`src/hdl/mfs_pkg.sv`:
```
// ----------------------------------------------------------------------------
// mfs_pkg
// Shared types, codes and a helper function for the multilevel feedback
// scheduler.
// ----------------------------------------------------------------------------
package mfs_pkg;

    localparam int ID_W      = 4;
    localparam int SVC_W     = 12;
    localparam int TIME_W    = 16;
    localparam int QUANT_W   = 8;
    localparam int LVL_ARG_W = 4;
    // Widest base quantum shifted by the deepest level that is supported.
    localparam int SLICE_SHW = QUANT_W + (1 << LVL_ARG_W) - 1;

    typedef enum logic {
        OP_ADMIT = 1'b0,
        OP_TICK  = 1'b1
    } t_op;

    typedef enum logic {
        CFG_DOUBLING     = 1'b0,
        CFG_BASE_QUANTUM = 1'b1
    } t_cfg_index;

    typedef struct packed {
        t_op              op;
        logic [ID_W-1:0]  proc_id;
        logic [SVC_W-1:0] service_time;
    } t_item;

    typedef struct packed {
        logic              ran_valid;
        logic [ID_W-1:0]   ran_id;
        logic              finished;
        logic [TIME_W-1:0] finish_time;
        logic              admit_error;
    } t_result;

    // Slice length for a level; a zero base counts as one, long slices saturate.
    function automatic logic [TIME_W-1:0] slice_len(
        input logic                 doubling,
        input logic [QUANT_W-1:0]   base,
        input logic [LVL_ARG_W-1:0] lvl
    );
        logic [QUANT_W-1:0]   q;
        logic [SLICE_SHW-1:0] sh;
        q  = (base == '0) ? QUANT_W'(1) : base;
        sh = SLICE_SHW'(q) << lvl;
        if (!doubling) begin
            return TIME_W'(q);
        end
        if (|sh[SLICE_SHW-1:TIME_W]) begin
            return {TIME_W{1'b1}};
        end
        return sh[TIME_W-1:0];
    endfunction

endpackage

```
`src/hdl/multilevel_feedback_scheduler.sv`:
```
// ----------------------------------------------------------------------------
// multilevel_feedback_scheduler
// Multilevel feedback queue scheduler with admit and tick items, one result
// per item.
// ----------------------------------------------------------------------------
// The block accepts one item per clock cycle while the input stall is low
// and returns exactly one result for every item, in order. An item is
// captured in an input register, then the whole scheduling decision (level
// priority encode, FIFO pop or push, remaining-time decrement, slice
// countdown) is made in one pass and written to the result register. With
// the output side never stalling, the sustained rate is one item per cycle.
// A stall on the result side holds the result register and, once the input
// register is full as well, raises the input stall. Configuration writes are
// always taken (ready is held high) and apply to items processed after the
// write; they should only be issued while no item is in flight. All queue
// storage sits in flip-flops, so no clearing pass follows reset.
// ----------------------------------------------------------------------------
module multilevel_feedback_scheduler #(
    parameter int MAX_PROCS  = 16,
    parameter int NUM_LEVELS = 8
) (
    input  logic                         i_clk,
    input  logic                         i_rst_n,
    // Item input channel.
    input  logic                         i_in_valid,
    output logic                         o_in_stall,
    input  logic                         i_op,
    input  logic [mfs_pkg::ID_W-1:0]     i_proc_id,
    input  logic [mfs_pkg::SVC_W-1:0]    i_service_time,
    // Result output channel.
    output logic                         o_out_valid,
    input  logic                         i_out_stall,
    output logic                         o_ran_valid,
    output logic [mfs_pkg::ID_W-1:0]     o_ran_id,
    output logic                         o_finished,
    output logic [mfs_pkg::TIME_W-1:0]   o_finish_time,
    output logic                         o_admit_error,
    // Configuration write channel.
    input  logic                         i_cfg_valid,
    output logic                         o_cfg_ready,
    input  logic                         i_cfg_index,
    input  logic [mfs_pkg::QUANT_W-1:0]  i_cfg_data
);
    import mfs_pkg::*;

    logic               r_in_valid;
    t_item              r_in_item;
    logic               r_out_valid;
    t_result            r_out_result;
    logic               r_doubling;
    logic [QUANT_W-1:0] r_base_quantum;

    logic    out_adv;
    logic    fire;
    t_result core_result;

    // The result register can take a new value when it is empty or its
    // current result is being transferred out in this cycle.
    assign out_adv    = !r_out_valid || !i_out_stall;
    assign fire       = r_in_valid && out_adv;
    assign o_in_stall = r_in_valid && !out_adv;

    always_ff @(posedge i_clk) begin
        if (!i_rst_n) begin
            r_in_valid <= 1'b0;
        end else if (!o_in_stall) begin
            r_in_valid <= i_in_valid;
        end
    end

    always_ff @(posedge i_clk) begin
        if (i_in_valid && !o_in_stall) begin
            r_in_item.op           <= t_op'(i_op);
            r_in_item.proc_id      <= i_proc_id;
            r_in_item.service_time <= i_service_time;
        end
    end

    always_ff @(posedge i_clk) begin
        if (!i_rst_n) begin
            r_out_valid <= 1'b0;
        end else if (out_adv) begin
            r_out_valid <= fire;
        end
    end

    always_ff @(posedge i_clk) begin
        if (fire) begin
            r_out_result <= core_result;
        end
    end

    // Configuration registers; doubling is on and the base slice is one tick
    // after reset.
    assign o_cfg_ready = 1'b1;

    always_ff @(posedge i_clk) begin
        if (!i_rst_n) begin
            r_doubling     <= 1'b1;
            r_base_quantum <= QUANT_W'(1);
        end else if (i_cfg_valid && o_cfg_ready) begin
            unique case (t_cfg_index'(i_cfg_index))
                CFG_DOUBLING:     r_doubling     <= i_cfg_data[0];
                CFG_BASE_QUANTUM: r_base_quantum <= i_cfg_data;
                default: begin
                end
            endcase
        end
    end

    mfs_core #(
        .MAX_PROCS  (MAX_PROCS),
        .NUM_LEVELS (NUM_LEVELS)
    ) u_core (
        .i_clk          (i_clk),
        .i_rst_n        (i_rst_n),
        .i_fire         (fire),
        .i_item         (r_in_item),
        .i_doubling     (r_doubling),
        .i_base_quantum (r_base_quantum),
        .o_result       (core_result)
    );

    assign o_out_valid   = r_out_valid;
    assign o_ran_valid   = r_out_result.ran_valid;
    assign o_ran_id      = r_out_result.ran_id;
    assign o_finished    = r_out_result.finished;
    assign o_finish_time = r_out_result.finish_time;
    assign o_admit_error = r_out_result.admit_error;

endmodule

```
`src/hdl/mfs_level_fifo.sv`:
```
// ----------------------------------------------------------------------------
// mfs_level_fifo
// Circular FIFO of process ids for one priority level, with the head id
// always visible so that a pop and its use happen in the same cycle.
// ----------------------------------------------------------------------------
module mfs_level_fifo #(
    parameter int DEPTH = 16
) (
    input  logic                      i_clk,
    input  logic                      i_rst_n,
    input  logic                      i_push,
    input  logic [mfs_pkg::ID_W-1:0]  i_push_id,
    input  logic                      i_pop,
    output logic [mfs_pkg::ID_W-1:0]  o_head_id,
    output logic                      o_nonempty,
    output logic                      o_full
);
    import mfs_pkg::*;

    localparam int IDX_W = $clog2(DEPTH);
    localparam int CNT_W = $clog2(DEPTH + 1);

    logic [ID_W-1:0]  r_mem [DEPTH];
    logic [IDX_W-1:0] r_head;
    logic [CNT_W-1:0] r_count;
    logic [IDX_W-1:0] n_head;
    logic [CNT_W-1:0] n_count;
    logic [IDX_W:0]   tail_sum;
    logic [IDX_W-1:0] tail;

    // A push lands behind the entries present before any pop of this cycle,
    // which is the same slot as after the pop.
    always_comb begin
        tail_sum = (IDX_W+1)'(r_head) + (IDX_W+1)'(r_count);
        if (tail_sum >= (IDX_W+1)'(DEPTH)) begin
            tail = IDX_W'(tail_sum - (IDX_W+1)'(DEPTH));
        end else begin
            tail = IDX_W'(tail_sum);
        end
        n_head = r_head;
        if (i_pop) begin
            n_head = (r_head == IDX_W'(DEPTH - 1)) ? '0 : r_head + IDX_W'(1);
        end
        n_count = r_count + CNT_W'(i_push) - CNT_W'(i_pop);
    end

    always_ff @(posedge i_clk) begin
        if (!i_rst_n) begin
            r_head  <= '0;
            r_count <= '0;
        end else begin
            r_head  <= n_head;
            r_count <= n_count;
        end
    end

    always_ff @(posedge i_clk) begin
        if (i_push) begin
            r_mem[tail] <= i_push_id;
        end
    end

    assign o_head_id  = r_mem[r_head];
    assign o_nonempty = (r_count != '0);
    assign o_full     = (r_count == CNT_W'(DEPTH));

endmodule

```
`src/hdl/mfs_core.sv`:
```
// ----------------------------------------------------------------------------
// mfs_core
// Scheduler state and the single-pass update for one admit or tick item.
// ----------------------------------------------------------------------------
module mfs_core #(
    parameter int MAX_PROCS  = 16,
    parameter int NUM_LEVELS = 8
) (
    input  logic                        i_clk,
    input  logic                        i_rst_n,
    input  logic                        i_fire,
    input  mfs_pkg::t_item              i_item,
    input  logic                        i_doubling,
    input  logic [mfs_pkg::QUANT_W-1:0] i_base_quantum,
    output mfs_pkg::t_result            o_result
);
    import mfs_pkg::*;

    localparam int LVL_W = $clog2(NUM_LEVELS);
    localparam int PID_W = $clog2(MAX_PROCS);

    // Level FIFO hookup.
    logic [NUM_LEVELS-1:0] push;
    logic [NUM_LEVELS-1:0] pop;
    logic [NUM_LEVELS-1:0] nonempty;
    logic [NUM_LEVELS-1:0] full;
    logic [ID_W-1:0]       head_id [NUM_LEVELS];
    logic [ID_W-1:0]       push_id;

    // Scheduler state.
    logic [SVC_W-1:0]     r_rem [MAX_PROCS];
    logic [MAX_PROCS-1:0] r_live,    n_live;
    logic [ID_W-1:0]      r_run_id,  n_run_id;
    logic [LVL_W-1:0]     r_run_lvl, n_run_lvl;
    logic [TIME_W-1:0]    r_slice,   n_slice;
    logic                 r_busy,    n_busy;
    logic [TIME_W-1:0]    r_now,     n_now;

    logic             found;
    logic [LVL_W-1:0] pick_lvl;
    logic             run;
    logic [ID_W-1:0]  cur_id;
    logic [PID_W-1:0] cur_idx;
    logic [LVL_W-1:0] cur_lvl;
    logic [LVL_W-1:0] demote_lvl;
    logic [TIME_W-1:0] cur_slice;
    logic [TIME_W-1:0] new_slice;
    logic [SVC_W-1:0] cur_rem;
    logic [SVC_W-1:0] new_rem;
    logic [TIME_W-1:0] now_inc;
    logic [PID_W-1:0] aid_idx;
    logic             admit_bad;
    logic             rem_we;
    logic [PID_W-1:0] rem_wa;
    logic [SVC_W-1:0] rem_wd;

    for (genvar g = 0; g < NUM_LEVELS; g++) begin : g_level
        mfs_level_fifo #(
            .DEPTH (MAX_PROCS)
        ) u_fifo (
            .i_clk      (i_clk),
            .i_rst_n    (i_rst_n),
            .i_push     (push[g]),
            .i_push_id  (push_id),
            .i_pop      (pop[g]),
            .o_head_id  (head_id[g]),
            .o_nonempty (nonempty[g]),
            .o_full     (full[g])
        );
    end

    // Lowest non-empty level, and the process that runs this tick.
    always_comb begin
        found    = 1'b0;
        pick_lvl = '0;
        for (int l = NUM_LEVELS - 1; l >= 0; l--) begin
            if (nonempty[l]) begin
                found    = 1'b1;
                pick_lvl = LVL_W'(l);
            end
        end
        run       = r_busy || found;
        cur_id    = r_busy ? r_run_id  : head_id[pick_lvl];
        cur_lvl   = r_busy ? r_run_lvl : pick_lvl;
        cur_slice = r_busy ? r_slice
                           : slice_len(i_doubling, i_base_quantum, LVL_ARG_W'(pick_lvl));
        cur_idx   = PID_W'(cur_id);
        cur_rem   = r_rem[cur_idx];
        new_rem   = (cur_rem == '0) ? '0 : cur_rem - SVC_W'(1);
        new_slice = (cur_slice == '0) ? '0 : cur_slice - TIME_W'(1);
        now_inc   = r_now + TIME_W'(1);
        demote_lvl = (cur_lvl == LVL_W'(NUM_LEVELS - 1)) ? cur_lvl : cur_lvl + LVL_W'(1);
        aid_idx   = PID_W'(i_item.proc_id);
        admit_bad = (i_item.service_time == '0)
                 || (32'(i_item.proc_id) >= MAX_PROCS)
                 || r_live[aid_idx]
                 || full[0];
    end

    always_comb begin
        n_live    = r_live;
        n_run_id  = r_run_id;
        n_run_lvl = r_run_lvl;
        n_slice   = r_slice;
        n_busy    = r_busy;
        n_now     = r_now;
        push      = '0;
        pop       = '0;
        push_id   = (i_item.op == OP_ADMIT) ? i_item.proc_id : cur_id;
        rem_we    = 1'b0;
        rem_wa    = cur_idx;
        rem_wd    = new_rem;
        o_result  = '0;
        if (i_fire) begin
            case (i_item.op)
                OP_ADMIT: begin
                    if (admit_bad) begin
                        o_result.admit_error = 1'b1;
                    end else begin
                        push[0]         = 1'b1;
                        n_live[aid_idx] = 1'b1;
                        rem_we          = 1'b1;
                        rem_wa          = aid_idx;
                        rem_wd          = i_item.service_time;
                    end
                end
                OP_TICK: begin
                    n_now = now_inc;
                    if (run) begin
                        pop[pick_lvl]      = !r_busy;
                        o_result.ran_valid = 1'b1;
                        o_result.ran_id    = cur_id;
                        rem_we             = 1'b1;
                        n_run_id           = cur_id;
                        n_run_lvl          = cur_lvl;
                        if (new_rem == '0) begin
                            o_result.finished    = 1'b1;
                            o_result.finish_time = now_inc;
                            n_live[cur_idx]      = 1'b0;
                            n_busy               = 1'b0;
                            n_slice              = '0;
                        end else if (new_slice == '0) begin
                            // Slice used up: move one level down, last level keeps it.
                            push[demote_lvl] = 1'b1;
                            n_busy           = 1'b0;
                            n_slice          = '0;
                        end else begin
                            n_busy  = 1'b1;
                            n_slice = new_slice;
                        end
                    end
                end
                default: begin
                end
            endcase
        end
    end

    always_ff @(posedge i_clk) begin
        if (!i_rst_n) begin
            r_live    <= '0;
            r_run_id  <= '0;
            r_run_lvl <= '0;
            r_slice   <= '0;
            r_busy    <= 1'b0;
            r_now     <= '0;
        end else begin
            r_live    <= n_live;
            r_run_id  <= n_run_id;
            r_run_lvl <= n_run_lvl;
            r_slice   <= n_slice;
            r_busy    <= n_busy;
            r_now     <= n_now;
        end
    end

    always_ff @(posedge i_clk) begin
        if (rem_we) begin
            r_rem[rem_wa] <= rem_wd;
        end
    end

    // A running slice always has time left on it.
    a_busy_slice: assert property (@(posedge i_clk) disable iff (!i_rst_n)
        r_busy |-> (r_slice != '0))
        else $error("running slice with no time left");

    // The running process is always marked live.
    a_busy_live: assert property (@(posedge i_clk) disable iff (!i_rst_n)
        r_busy |-> r_live[PID_W'(r_run_id)])
        else $error("running process not live");

    // A finish releases the processor on the next cycle.
    a_finish_idle: assert property (@(posedge i_clk) disable iff (!i_rst_n)
        (i_fire && o_result.finished) |=> !r_busy)
        else $error("processor still busy after a finish");

endmodule

```
`config.mk`:
```
export PLATFORM = sky130hd
export DESIGN_NAME = multilevel_feedback_scheduler
export DESIGN_NICKNAME = d
export VERILOG_FILES = /design/src/hdl/mfs_pkg.sv /design/src/hdl/multilevel_feedback_scheduler.sv /design/src/hdl/mfs_level_fifo.sv /design/src/hdl/mfs_core.sv
export SDC_FILE = /design/constraint.sdc
export NUM_CORES = 1
export LEC_CHECK = 0
export ABC_AREA = 0
export BUFFER_PORTS_ARGS = -buffer_cell sky130_fd_sc_hd__buf_2
export CAP_MARGIN = 20
export CORE_AREA = 2 2 257 259
export CTS_CLUSTER_SIZE = 40
export DETAILED_ROUTE_END_ITERATION = 7
export DIE_AREA = 0 0 259 261
export PLACE_DENSITY_LB_ADDON = 0.25
export SYNTH_ARGS = -nofsm -noshare
export SYNTH_HDL_FRONTEND = slang
export SYNTH_SLANG_ARGS = --single-unit
```
`constraint.sdc`:
```
create_clock -name i_clk -period 9.1 [get_ports i_clk]
set_clock_uncertainty 0.2 [all_clocks]
set_input_delay 0 -clock i_clk [delete_from_list [all_inputs] [get_ports i_clk]]
set_output_delay 0 -clock i_clk [all_outputs]
set_load 0.05 [all_outputs]
```
Yosys cells after proc, flatten, opt, wreduce, memory -nomap -nowiden
Memories as Yosys holds them, arrays and structs flattened. A register that Yosys moved wholly into a read port is not among the register bits. Cells that the tools add are included.

Flip-flop bits (word level): 179. Bits in writable memories: 704. Bits of input ports: 31. Memories: 9.

Eq/ne operators: 13. Order comparisons: 17. Reduce and logical (&&, ||, !) cells: 38. Shifts and indexed selects: 1. Add/sub/neg operators: 44. Bitwise logic cells: 7. Muxes and demuxes: 123.

Memories: u_core.r_rem (depth 16, bits a word 12, read ports 1, clocked after Yosys merged registers in 0, write ports 1, RTL line mfs_core.sv:31) `logic [SVC_W-1:0] r_rem [MAX_PROCS];`; u_core.g_level[0].u_fifo.r_mem (depth 16, bits a word 4, read ports 1, clocked after Yosys merged registers in 1, write ports 1, RTL line mfs_level_fifo.sv:23) `logic [ID_W-1:0] r_mem [DEPTH];`; u_core.g_level[1].u_fifo.r_mem (depth 16, bits a word 4, read ports 1, clocked after Yosys merged registers in 1, write ports 1, RTL line mfs_level_fifo.sv:23); u_core.g_level[2].u_fifo.r_mem (depth 16, bits a word 4, read ports 1, clocked after Yosys merged registers in 1, write ports 1, RTL line mfs_level_fifo.sv:23); u_core.g_level[3].u_fifo.r_mem (depth 16, bits a word 4, read ports 1, clocked after Yosys merged registers in 1, write ports 1, RTL line mfs_level_fifo.sv:23); u_core.g_level[4].u_fifo.r_mem (depth 16, bits a word 4, read ports 1, clocked after Yosys merged registers in 1, write ports 1, RTL line mfs_level_fifo.sv:23); 3 more memories.

Operator list (count): 16-bit 2-to-1 mux (11); 4-bit 2-to-1 mux (39); 8-bit 2-to-1 mux (8); 12-bit 2-to-1 mux (4); 4-bit by 5-bit adder with 5-bit output (8); 5-bit by 1-bit adder with 5-bit output (8); 5-bit greater-or-equal comparator, second input constant (8); 5-bit nonzero test (8); 5-bit by 1-bit subtractor with 5-bit output (8); 1-bit 2-to-1 mux (39); 12-bit zero test (3); 4-bit by 1-bit adder with 4-bit output, second input constant (8); 4-bit == test, second input constant (8); 16-bit zero test (2); 16-bit one-hot mux with 2 select lines (1); 4-bit by 1-bit subtractor with 4-bit output, second input constant (8); 3-bit 2-to-1 mux (10); 8-bit by 3-bit << shifter with 23-bit output (1); 22-bit 2-to-1 mux (1); 17-bit 2-to-1 mux (1); 16-bit by 1-bit adder with 16-bit output, second input constant (1); 16-bit AND (1); 16-bit inverter (1); 16-bit bitwise OR (1); 29 further kinds (55).

Depth between registers and ports, before layout
Depth in word-level cells: 26. Depth in mapped cells: 39. Gate-level depth less buffers: 32.

Hierarchy
Synthesis repeated with hierarchy kept, for this count alone.

Cells, all modules: 2889. Area total of the unflattened synthesis: 41209.5 um2.

By module, submodules not included: mfs_level_fifo at u_core.g_level[2].u_fifo ... (cells each 200, area an instance 3321.9 um2, instances 4); mfs_core (cells each 1191, area an instance 12956.2 um2, instances 1); mfs_level_fifo at u_core.g_level[0].u_fifo ... (cells each 200, area an instance 3320.7 um2, instances 2); mfs_level_fifo at u_core.g_level[7].u_fifo (cells each 203, area an instance 3318.2 um2, instances 1); mfs_level_fifo at u_core.g_level[6].u_fifo (cells each 202, area an instance 3310.7 um2, instances 1); multilevel_feedback_scheduler (cells each 93, area an instance 1695.4 um2, instances 1).

Least setup slack after synthesis
Ideal clock, no wire load.

Kind: flip-flop to flip-flop. Start point: reg u_core.g_level[0].u_fifo.r_count[3]. End point: reg u_core.g_level[2].u_fifo.r_count[4]. Setup time: 0.070 ns. Arrival time: 7.528 ns. Setup slack: 1.302 ns. Cell stages (with the launch flop): 35. Path through: dfxtp_1 inv_1 ha_1 or4b_1 buf_2 nor2_1 o21a_1 nor2_1 o32a_1 buf_4 o21ai_2 clkbuf_1 mux2i_1 a22oi_1 a22oi_1 o311ai_0 inv_1 ha_1 inv_1 or3_1 or3_1 o2111a_1 o31a_1 o21ai_4 nand3b_1 buf_2 or2_2 ha_1 inv_1 ha_1 fa_1 a21oi_1 nor2_1 or3_1 a21oi_1.

Longest elaborated chain between the ends: 19.

RTL lines: start: declaration (RTL line mfs_level_fifo.sv:25) `logic [CNT_W-1:0] r_count;`; start signal: assignment (RTL line mfs_level_fifo.sv:53) `r_count <= n_count;`; 5-bit nonzero test (*) (RTL line mfs_level_fifo.sv:64) `assign o_nonempty = (r_count != '0);`; 3-bit 2-to-1 mux (RTL line mfs_core.sv:77) `if (nonempty[l]) begin`; 8-bit by 3-bit << shifter with 23-bit output (RTL line mfs_pkg.sv:49) `sh = SLICE_SHW'(q) << lvl;`; 7-bit OR reduction (RTL line mfs_pkg.sv:53) `if (|sh[SLICE_SHW-1:TIME_W]) begin`; 1-bit 2-to-1 mux (2 in a row) (RTL line mfs_pkg.sv:53); 16-bit 2-to-1 mux (RTL line mfs_pkg.sv:56) `return sh[TIME_W-1:0];`; 16-bit 2-to-1 mux (RTL line mfs_pkg.sv:53); 16-bit 2-to-1 mux (RTL line mfs_core.sv:85) `cur_slice = r_busy ? r_slice`; (+2 left out); 16-bit zero test (RTL line mfs_core.sv:142) `end else if (new_slice == '0) begin`; 8-bit 2-to-1 mux (RTL line mfs_core.sv:142); 8-bit 2-to-1 mux (RTL line mfs_core.sv:136) `if (new_rem == '0) begin`; 8-bit 2-to-1 mux (RTL line mfs_core.sv:129) `if (run) begin`; 7-bit 2-to-1 mux (RTL line mfs_core.sv:115) `case (i_item.op)`; 8-bit 2-to-1 mux (RTL line mfs_core.sv:114) `if (i_fire) begin`; 5-bit by 1-bit adder with 5-bit output (RTL line mfs_level_fifo.sv:44) `n_count = r_count + CNT_W'(i_push) - CNT_W'(i_pop);`; 5-bit by 1-bit subtractor with 5-bit output (*) (RTL line mfs_level_fifo.sv:44); end signal: assignment (RTL line mfs_level_fifo.sv:53); end: declaration (RTL line mfs_level_fifo.sv:25).

Every way passes the cells marked *; elsewhere a longest branch is shown, timed or not. The select of a mux whose other input is x is not followed. A chain may end at the register's enable or synchronous reset.

Worst setup path after layout
Start point: reg u_core.g_level[0].u_fifo.r_count[3]. End point: reg u_core.g_level[4].u_fifo.r_count[4].

Longest elaborated chain between the ends: 19.

RTL lines (RTL line): 5-bit nonzero test (*) (mfs_level_fifo.sv:64); 3-bit 2-to-1 mux (mfs_core.sv:77); 8-bit by 3-bit << shifter with 23-bit output (mfs_pkg.sv:49); 7-bit OR reduction (mfs_pkg.sv:53); 1-bit 2-to-1 mux (2 in a row) (mfs_pkg.sv:53); 16-bit 2-to-1 mux (mfs_pkg.sv:56); 16-bit 2-to-1 mux (mfs_pkg.sv:53); 16-bit 2-to-1 mux (mfs_core.sv:85); (+2 left out); 16-bit zero test (mfs_core.sv:142); 8-bit 2-to-1 mux (mfs_core.sv:142); 8-bit 2-to-1 mux (mfs_core.sv:136); 8-bit 2-to-1 mux (mfs_core.sv:129); 7-bit 2-to-1 mux (mfs_core.sv:115); 8-bit 2-to-1 mux (mfs_core.sv:114); 5-bit by 1-bit adder with 5-bit output (mfs_level_fifo.sv:44); 5-bit by 1-bit subtractor with 5-bit output (*) (mfs_level_fifo.sv:44); end signal: assignment (mfs_level_fifo.sv:53); end: declaration (mfs_level_fifo.sv:25).

Marks and branches as above.

==> impl_results.md <==
* Die Y at ~260 um
* Syn avg cell area at between 10 and 15 um^2
* CP Capture Type: flip-flop
* Fraction of the mapped netlist area in adder cells at between 3 and 4%
* Slew Viols, Final at 0
* PortBufs at 55
* Reg-to-reg critical path startpoint: u_core.g_level[0].u_fifo.r_count[3]
* Crit start category: flip-flop
* Fillers at 4147
* Synth cell count leaders: edfxtp_1 (744), nor2_1 (227), nand2_1 (216), dfxtp_1 (171), mux4_2 (137)
* Clk buf depth at 3
* Ant diodes at 0
* CTS H-Tree Depth at 3
* Worst reg-to-reg path cell count at 27
* Synth cell types at between 80 and 90
* Final worst-path cycle share at 96.47%
* Min-Delay Path Depth at 3
* Initial antenna violation count at 1
* Synth Area in XOR/XNOR at under 10%
* Max stage delay on crit path at 0.67 ns
* R2R setup slack at 0.32 ns
* Post-synthesis mux area share at approximately 10%
* Clock Sinks at between 900 and 1k
* Reg2reg end: u_core.g_level[4].u_fifo.r_count[4]
* Worst Tran Pin Value at 1.272 ns
* Post-Route WL at 98730 um
* Largest family of logic cells by synthesized area: simple AND/OR/NAND/NOR gates
* Dominant synthesized flop cell: edfxtp_1
* Initial DRC count at between 3k and 4k
* Simple-gate share of the synthesized area at 10.73%
* Tmin final at 8.779 ns
* CP most frequent cell: ha_1
* Max-slew headroom at between 10% and 20%
* Register bit total from synthesis at just over 900
* First-pass GRT wire length at 151600 um
* Total GRT Usage at approximately 29%
* Critical Path RT at 9.44 ns
* Cell with the most instances after synthesis: edfxtp_1
* CP max FO at 19
* RePlAce Congestion at a little over 0.9
* Worst hold-check path type: in2reg
* Max cap viols at 0
* Final WS setup at about 0.32 ns
* Core ar. at approximately 0.065 mm^2
* Sequential cell area fraction in the yosys report at 63.82%
* RSZ-0062 raised after global routing: no
* Setup Buffers After CTS at 0
* CTS buffer count at 92
* GRT Residual Overflow at 0
* Vias in the first global route at about 26k
* Yosys synthesis warning count at 0
* Max stage delay cell, worst path: or4b_1
* Vias/cell at around 6.5
* Worst Hold Launch: i_in_valid
* Final hold vios at 0
* Layout net count at approximately 3.2k
* Dominant cells by area after synthesis: edfxtp_1 (55%), dfxtp_1 (8.5%), mux4_2 (7.6%)
* Share of cells above drive strength 1 at approximately 17%
* Row count at 94
* Synth-to-layout area growth at 14.14%
* Crit path max-delay family: simple AND/OR/NAND/NOR gates
* Post-synth EDFFs at roughly 740
* Clock root buffer: clkbuf_16
* DIE WIDTH at between 200 and 300 um
* Post-synth top area share at between 50% and 60%
* Antenna-violating nets left at 0
* Status: finished clean
* Min-Delay Endpoint: r_in_item[16]
* Worst EP arrival at slightly above 9 ns
* Async SR Flop Fraction at 0%
* Fmax at about 0.11 GHz
* Cell taking the most area after synthesis: edfxtp_1
* Compound-Gate Fraction of Synth Area at 7.429%
* Largest net degree at the start of global routing at ~110
* CP Buf/Inv Count at 3
* Starting density of the core at about 62%
* Dpl hpwl at about 65000 um
* CTS tree: done
* Syn Inst Count at a little under 3k
* Setup Crit Path Kind: reg2reg
* Placement Setup Slack at roughly 0.033 ns
* Mapped Nets at 3021
* Number of remaining DRC errors at 0
* Critical Path Stages at 27
* Post-DR wirelength/cell at around 25 um
* Die Area at between 0.06 and 0.07 mm^2
* Worst-path clk slew at about 0.070 ns
* Setup TNS at 0 ns
* DRT Pass-1 Iters at 8
* Final setup fails at 0
* DR vias at about 26k
* Clock latency on the worst-skew pair at approximately 0.66 ns
* Synth Cell Area at 0.04037 mm^2
* # IOs at 57
-- kinds of logic after synthesis --
logic type,after synthesis
compound gates,448
flops,915
simple gates,865
buf+inv,220
xor+xnor,111
fa+ha+maj,102
other cells,1
mux,226
-- layer usage --
metal	routed length, um	track usage [%]	part of all wire, %
met1	39440	39.99	40
met2	48270	48.65	49
met3	7936	5.604	8.0
met4	3071	9.040	3.1
met5	16	0	0.016
-- worst register-to-register path: stages, from the launching register on --
cell,delay (ns)
dfxtp_1,0.35
inv_1,0.10
ha_1,0.18
or4b_1,0.67
nor3_1,0.36
a22oi_1,0.11
buf_4,0.27
a41o_1,0.27
nor4_2,0.51
or2_2,0.43
mux4_2,0.54
nor3b_1,0.15
or4_4,0.59
or4_4,0.59
o211ai_2,0.15
o31ai_1,0.10
o31a_1,0.29
o21ai_4,0.35
nand3b_1,0.39
or2_2,0.42
ha_1,0.27
inv_1,0.04
ha_1,0.19
fa_1,0.42
a21oi_1,0.15
nor2_1,0.07
or3_1,0.35
a21oi_1,0.17
-- cell type report --
class / instances / area (um^2) / share of cell area (%)
Clock buffer: 118 / 2569 / 5.574
Clock inverter: 55 / 553.0 / 1.200
Inverter: 72 / 271.5 / 0.5892
Multi-Input combinational cell: 1753 / 13850 / 30.06
Sequential cell: 915 / 25760 / 55.91
Tap cell: 864 / 1081 / 2.346
Timing Repair Buffer: 249 / 1991 / 4.320
-- cell usage in the layout (no fill, tap or decap), drive strengths merged, types with 19 or more instances in the layout --
master         n
a211oi        28
a21o          26
a21oi        133
a22oi         35
a31oi         27
and2          23
buf          174
clkbuf       120
clkinv        32
dfxtp        171
dlygate4sd3   73
edfxtp       744
ha            86
inv           76
mux2i         80
mux4         137
nand2        218
nand2b        24
nand3         56
nor2         228
nor2b         19
nor3          62
nor4          93
nor4b         35
o21ai         69
or2           19
or3           37
xnor2         63
xor2          48
-- per-stage QoR --
| step | instances | instance area (um^2) | hold WS, ns | util [%] |
|---|---|---|---|---|
| floorplan | 2888 | 40370 | -0.1011 | - |
| global placement | 3767 | 42040 | -0.02411 | 64.63 |
| detailed placement | 3767 | 42040 | -0.02191 | 64.63 |
| CTS | 4013 | 45890 | 0.1381 | 70.56 |
| global route | 4026 | 46080 | 0.1714 | 70.85 |
| finish | 4026 | 46080 | 0.1671 | 70.85 |
-- registers in the layout, summed over array words and instances (netlist names), 3 cells and up, named ones only --
name                           count
u_core.g_level.u_fifo.r_count     40
u_core.r_rem                     192
u_core.g_level.u_fifo.r_mem      512
o_ran_id                           4
r_in_item                         17
o_finish_time                     16
u_core.r_now                      16
r_base_quantum                     8
u_core.g_level.u_fifo.r_head      32
u_core.r_run_id                    4
u_core.r_run_lvl                   3
u_core.r_slice                    16
u_core.r_live                     16
-- worst max path at each step --
stage | start | end | slack [ns]
floorplan | u_core.g_level[0].u_fifo.r_count[3] | u_core.g_level[2].u_fifo.r_count[4] | 1.30
global placement | u_core.g_level[0].u_fifo.r_count[3] | u_core.g_level[4].u_fifo.r_count[4] | 0.23
detailed placement | u_core.g_level[0].u_fifo.r_count[3] | u_core.g_level[4].u_fifo.r_count[4] | 0.03
CTS | u_core.g_level[0].u_fifo.r_count[3] | u_core.g_level[4].u_fifo.r_count[4] | 0.26
global route | u_core.g_level[0].u_fifo.r_count[3] | u_core.g_level[4].u_fifo.r_count[4] | 0.02
finish | u_core.g_level[0].u_fifo.r_count[3] | u_core.g_level[4].u_fifo.r_count[4] | 0.32
-- what timing repair did --
| action | in CTS | in global routing |
|---|---|---|
| hold buffers | 73 | 0 |
| resized for setup | 1 | 3 |
| endpoints found under the setup margin | 1 | 6 |
| pin swaps | 0 | 0 |
| hold endpoints to repair | 83 | 0 |
Power is not shown: default switching activity piles up to over one toggle a cycle in this logic, so the estimate is an artifact.
